`src/mcc_pkg.sv`:
```
// shared types and constants for the minimum coin change core
`default_nettype none
package mcc_pkg;

  parameter int COIN_W         = 10;
  parameter int AMT_W          = 10;
  parameter int MIN_W          = 10;
  parameter int MAX_COINS_DEF  = 16;
  parameter int MAX_AMOUNT_DEF = 1023;

  parameter logic [MIN_W-1:0] MIN_COINS_MAX = 10'd1023;

  typedef struct packed {
    logic [COIN_W-1:0] coin_value;
    logic              coin_last;
    logic [AMT_W-1:0]  target_amount;
  } request_t;

  typedef struct packed {
    logic [MIN_W-1:0] min_coins;
    logic             unreachable;
    logic             coin_overflow;
  } result_t;

  typedef enum logic [1:0] {
    ST_IDLE,
    ST_SEED,
    ST_SCAN,
    ST_STORE
  } state_t;

endpackage
`default_nettype wire

```
`src/mcc_coin_store.sv`:
```
// coin denomination store with registered read
`default_nettype none
module mcc_coin_store #(
  parameter int MAX_COINS = mcc_pkg::MAX_COINS_DEF,
  parameter int IW        = (MAX_COINS > 1) ? $clog2(MAX_COINS) : 1
) (
  input  wire logic                      clk,
  input  wire logic                      we,
  input  wire logic [IW-1:0]             waddr,
  input  wire logic [mcc_pkg::COIN_W-1:0] wdata,
  input  wire logic [IW-1:0]             raddr,
  output logic      [mcc_pkg::COIN_W-1:0] rdata
);

  logic [mcc_pkg::COIN_W-1:0] mem [MAX_COINS];

  always_ff @(posedge clk) begin
    if (we) begin
      mem[waddr] <= wdata;
    end
  end

  always_ff @(posedge clk) begin
    rdata <= mem[raddr];
  end

endmodule
`default_nettype wire

```
`config.mk`:
```
export PLATFORM = sky130hd
export DESIGN_NAME = mcc_coin_store
export DESIGN_NICKNAME = d
export VERILOG_FILES = /design/src/mcc_pkg.sv /design/src/mcc_coin_store.sv
export SDC_FILE = /design/constraint.sdc
export NUM_CORES = 1
export LEC_CHECK = 0
export BUFFER_PORTS_ARGS = -buffer_cell sky130_fd_sc_hd__buf_2
export CAP_MARGIN = 20
export CORE_MARGIN = 5
export CORE_UTILIZATION = 35
export DETAILED_ROUTE_END_ITERATION = 12
export HOLD_SLACK_MARGIN = 0.06
export SYNTH_ARGS = -nofsm -noshare
export SYNTH_HDL_FRONTEND = slang
export SYNTH_SLANG_ARGS = --single-unit
export TNS_END_PERCENT = 20
```
`constraint.sdc`:
```
create_clock -name clk -period 3.9 [get_ports clk]
set_input_delay 0.975 -clock clk [delete_from_list [all_inputs] [get_ports clk]]
set_output_delay 0.975 -clock clk [all_outputs]
set_load 0.02 [all_outputs]
```
; ---- Word level (Yosys, flattened, before mapping)
; Memory sizes are Yosys's and may differ from the RTL's. A register that Yosys moved wholly into a read port is not among the register bits.
; Cells that the tools add are included.
[word_totals]
elab_cells = 3
n_memories = 1
output_inout_bits = 10
regBits = 0
ramBits = 160
[mem_list]
columns = name, words, word_bits, read_ports, rd_ports_with_merged_regs, write_ports, line_no
row1 = mem, 16, 10, 1, 1, 1, mcc_coin_store.sv:15  ; logic [mcc_pkg::COIN_W-1:0] mem [MAX_COINS];
[classes]
mux = 2
[ops]
columns = op, n
row1 = 1-bit 2-to-1 mux, 2

; ---- Depth between registers and ports, before layout
[logic_depth]
word_depth = 2
depth_mapped = 5
ltp_nobuf = 3

; ---- Worst setup path after synthesis
; No wires, ideal clock.
[synth_path]
path_kind = input to register
from = input waddr[2]
to = memory mem[0][0] (netlist bit), enable pin
t_arrival_ns = 2.144
setup_slack_ns = 1.366
cell_stages = 2
setup_ns = 0.390
n_path_buf = 0
t_required_ns = 3.510
cell_sequence = or3b_1 -> nor3_1
[synth_rtl]
columns = item, line_no
row1 = "start, declared", mcc_coin_store.sv:9  ; input wire logic [IW-1:0] waddr,
row2 = "end, declared", mcc_coin_store.sv:15
; Straight into the memory's write port.

==> flow_summary_export.csv <==
group,metric,value,unit
min_path,min_from,"mem[14][0]",
logic_synthesis,syn_nets,299,
clock_tree,cts_setup_buffers,0,
finish,antenna_cells,0,
routing,drtPass1Iterations,5,
logic_synthesis,synthMuxAreaShare,14.89,%
place,placed_area,0.006843,mm^2
floorplanning,initial_core_util,35.49,%
outcome,status,"finished, final reports clean",
finish,syn2layout_area_growth,16.98,%
routing,drc,0,
logic_synthesis,synth_simple_gate_area_share,2.678,%
min_path,hold_path_class,"flop to flop",
routing,vias_per_cell,5.212,
finish,fin_nets,353,
logic_synthesis,avgSynthCellArea,22.77,um^2
power_and_ir_drop,power_density,527.2,mW/mm^2
floorplanning,num_rows,49,
finish,drive_above_1_share,29.77,%
worst_setup_path,r2r_start,"mem[1][3]",
clock_tree,cts_hold_buf,0,
routing,wire_per_inst,22.49,um
worst_setup_path,worst_ep_arrival_time,2680,ps
logic_synthesis,synth_cell_type_count,19,
clock_tree,cts_num_sinks,170,
sta,setup_tns,0,ps
sta,finalHoldViolCount,0,
sta,setup_viol_count_final,0,
logic_synthesis,synth_compound_area_share,2.363,%
floorplanning,die_area,0.02095,mm^2
logic_synthesis,synth-warning-count,0,
power_and_ir_drop,peakVddDrop,293.4,uV
sta,fin_crit,2384,ps
worst_setup_path,cp-start-kind,"primary input",
sta,fmax,0.4195,GHz
clock_tree,path_clk_slew,60,ps
routing,ant_nets,0,
global_route,grt_pass1_vias,3137,
worst_setup_path,critPathKind,"primary input to flop",
floorplanning,pin_count,30,
logic_synthesis,synthCells,279,
floorplanning,core,0.01790,mm^2
floorplanning,die_w,144.7,um
place,gp_congestion,0.7344,
logic_synthesis,netlist_area,0.006354,mm^2
global_route,grt_max_degree,29,
sta,fin_skew,9.766,ps
logic_synthesis,synthAdderAreaFrac,0,%
global_route,grt.total_usage,13.31,%
global_route,grt.overflow.total,0,
sta,rsz0062_at_grt,"no",
floorplanning,die_height,144.7,um
sta,maxSlewHeadroom,29.38,%
sta,drv_slew,0,
global_route,grt_pass1_wl,19710,um
power_and_ir_drop,power.total,3.919,mW
clock_tree,htree_num_levels,4,
logic_synthesis,synth_top_family_by_area,"multiplexers",
routing,drt_iter0_markers,287,
place,io_buffers,29,
run,drv_cap,0,
worst_setup_path,crit_fanout,15,
logic_synthesis,synth-xor-area-share,0,%
clock_tree,clk_path_buf_depth,2,
finish,stdcell_area,0.007432,mm^2
routing,num_vias,2997,
power_and_ir_drop,power_leakage,2.456,nW
worst_setup_path,worstPathRequired,4200,ps
place,dp_hpwl,8376,um
routing,drt-total-wl,12930,um
clock_tree,root_buffer,"clkbuf_16",
logic_synthesis,ys_seq_area_share,78.77,%
sta,holdWs,669.3,ps
sta,timing.final.crit_share,61.12,%
clock_tree,cts_resized,0,
global_route,antenna_found_initial,0,
clock_tree,insertion_delay,420,ps
logic_synthesis,ys_seq_elements,170,
sta,worst_pin_slew,1055,ps
worst_setup_path,endpoint_kind,"flop",
clock_tree,cts_tree,"built",
clock_tree,cts_buffers,17,
worst_setup_path,critPathLaunch,"raddr[0]",
state kept, by name, summed over array words and instances, names as in the netlist:
register,count
rdata,10
mem,160
through the flow:
stage / instances / worst slack (ps) / util (%)
after floorplan: 279 / 1366 / -
after global placement: 543 / 1055 / 38.22
after detailed placement: 543 / 1037 / 38.22
after CTS: 575 / 1481 / 41.52
after global routing: 575 / 1398 / 41.52
final: 575 / 1516 / 41.52
worst max-delay path, stage by stage:
cell and delay [ps]:
buf_2 330, buf_4 390, mux4_1 620, a22oi_1 280, nand2_1 70
path summary, 6_finish.rpt:
path | end | slack (ps) | depth (start not counted)
worst max-delay path | rdata[6] | 1520 | 5
worst min-delay path | rdata[0] | 670 | 3
worst max register to register | rdata[3] | 2450 | 3
worst min register to register | rdata[0] | 670 | 3
synth_stat cells:
| cell | instances | share of area (%) |
|---|---|---|
| nor2b_1 | 2 | 0.20 |
| a22oi_1 | 20 | 2.4 |
| nand2b_1 | 2 | 0.20 |
| and2_1 | 1 | 0.099 |
| buf_4 | 2 | 0.24 |
| nand2_1 | 11 | 0.65 |
| edfxtp_1 | 160 | 76 |
| nor2_1 | 13 | 0.77 |
| buf_8 | 2 | 0.47 |
| mux4_1 | 12 | 5.0 |
| clkbuf_1 | 2 | 0.12 |
| dfxtp_1 | 10 | 3.2 |
| or3b_1 | 1 | 0.14 |
| mux4_2 | 28 | 9.9 |
| buf_6 | 1 | 0.18 |
| nand3_1 | 1 | 0.079 |
| nor3_1 | 4 | 0.32 |
| nand3b_1 | 2 | 0.24 |
| buf_1 | 5 | 0.30 |
layout by cell type, fill, tap and decap left out, drive strengths merged:
cell,Yosys,layout
edfxtp,160,160
bufinv,0,3
nand3b,2,2
or3b,1,1
nand2b,2,2
nor3,4,4
mux4,40,40
nand3,1,1
clkinvlp,0,1
buf,10,47
a22oi,20,20
clkinv,0,5
nor2b,2,2
nand2,11,11
and2,1,1
clkbuf,2,23
nor2,13,13
dfxtp,10,10
final cells by class:
type                    instances  area, um^2
fillers                      1576       10470
flip-flops and latches        170        5005
multi-input cells              97        1271
clock buffers                  23       467.9
well taps                     229       286.5
repair buffers                 47       280.3
clock inverters                 9       121.4
metal layers:
layer | routed length [um] | GRT usage, %
met1 | 5815 | 19.01
met2 | 6133 | 20.46
met3 | 922 | 3.188
met5 | 0 | 0
met4 | 59 | 4.124
power breakdown:
group          leakage, nW  internal, mW  switching, mW
sequential            1.53          2.04         0.0135
combinational        0.638        0.0766          0.121
clock                0.288          1.03          0.630
total                 2.46          3.15          0.765
cells by family after synthesis:
family / count (synthesis)
flops: 170
mux: 40
simple gates: 37
compound gates: 20
buf+inv: 12
No activity file was read; power rests on OpenSTA's default activity.
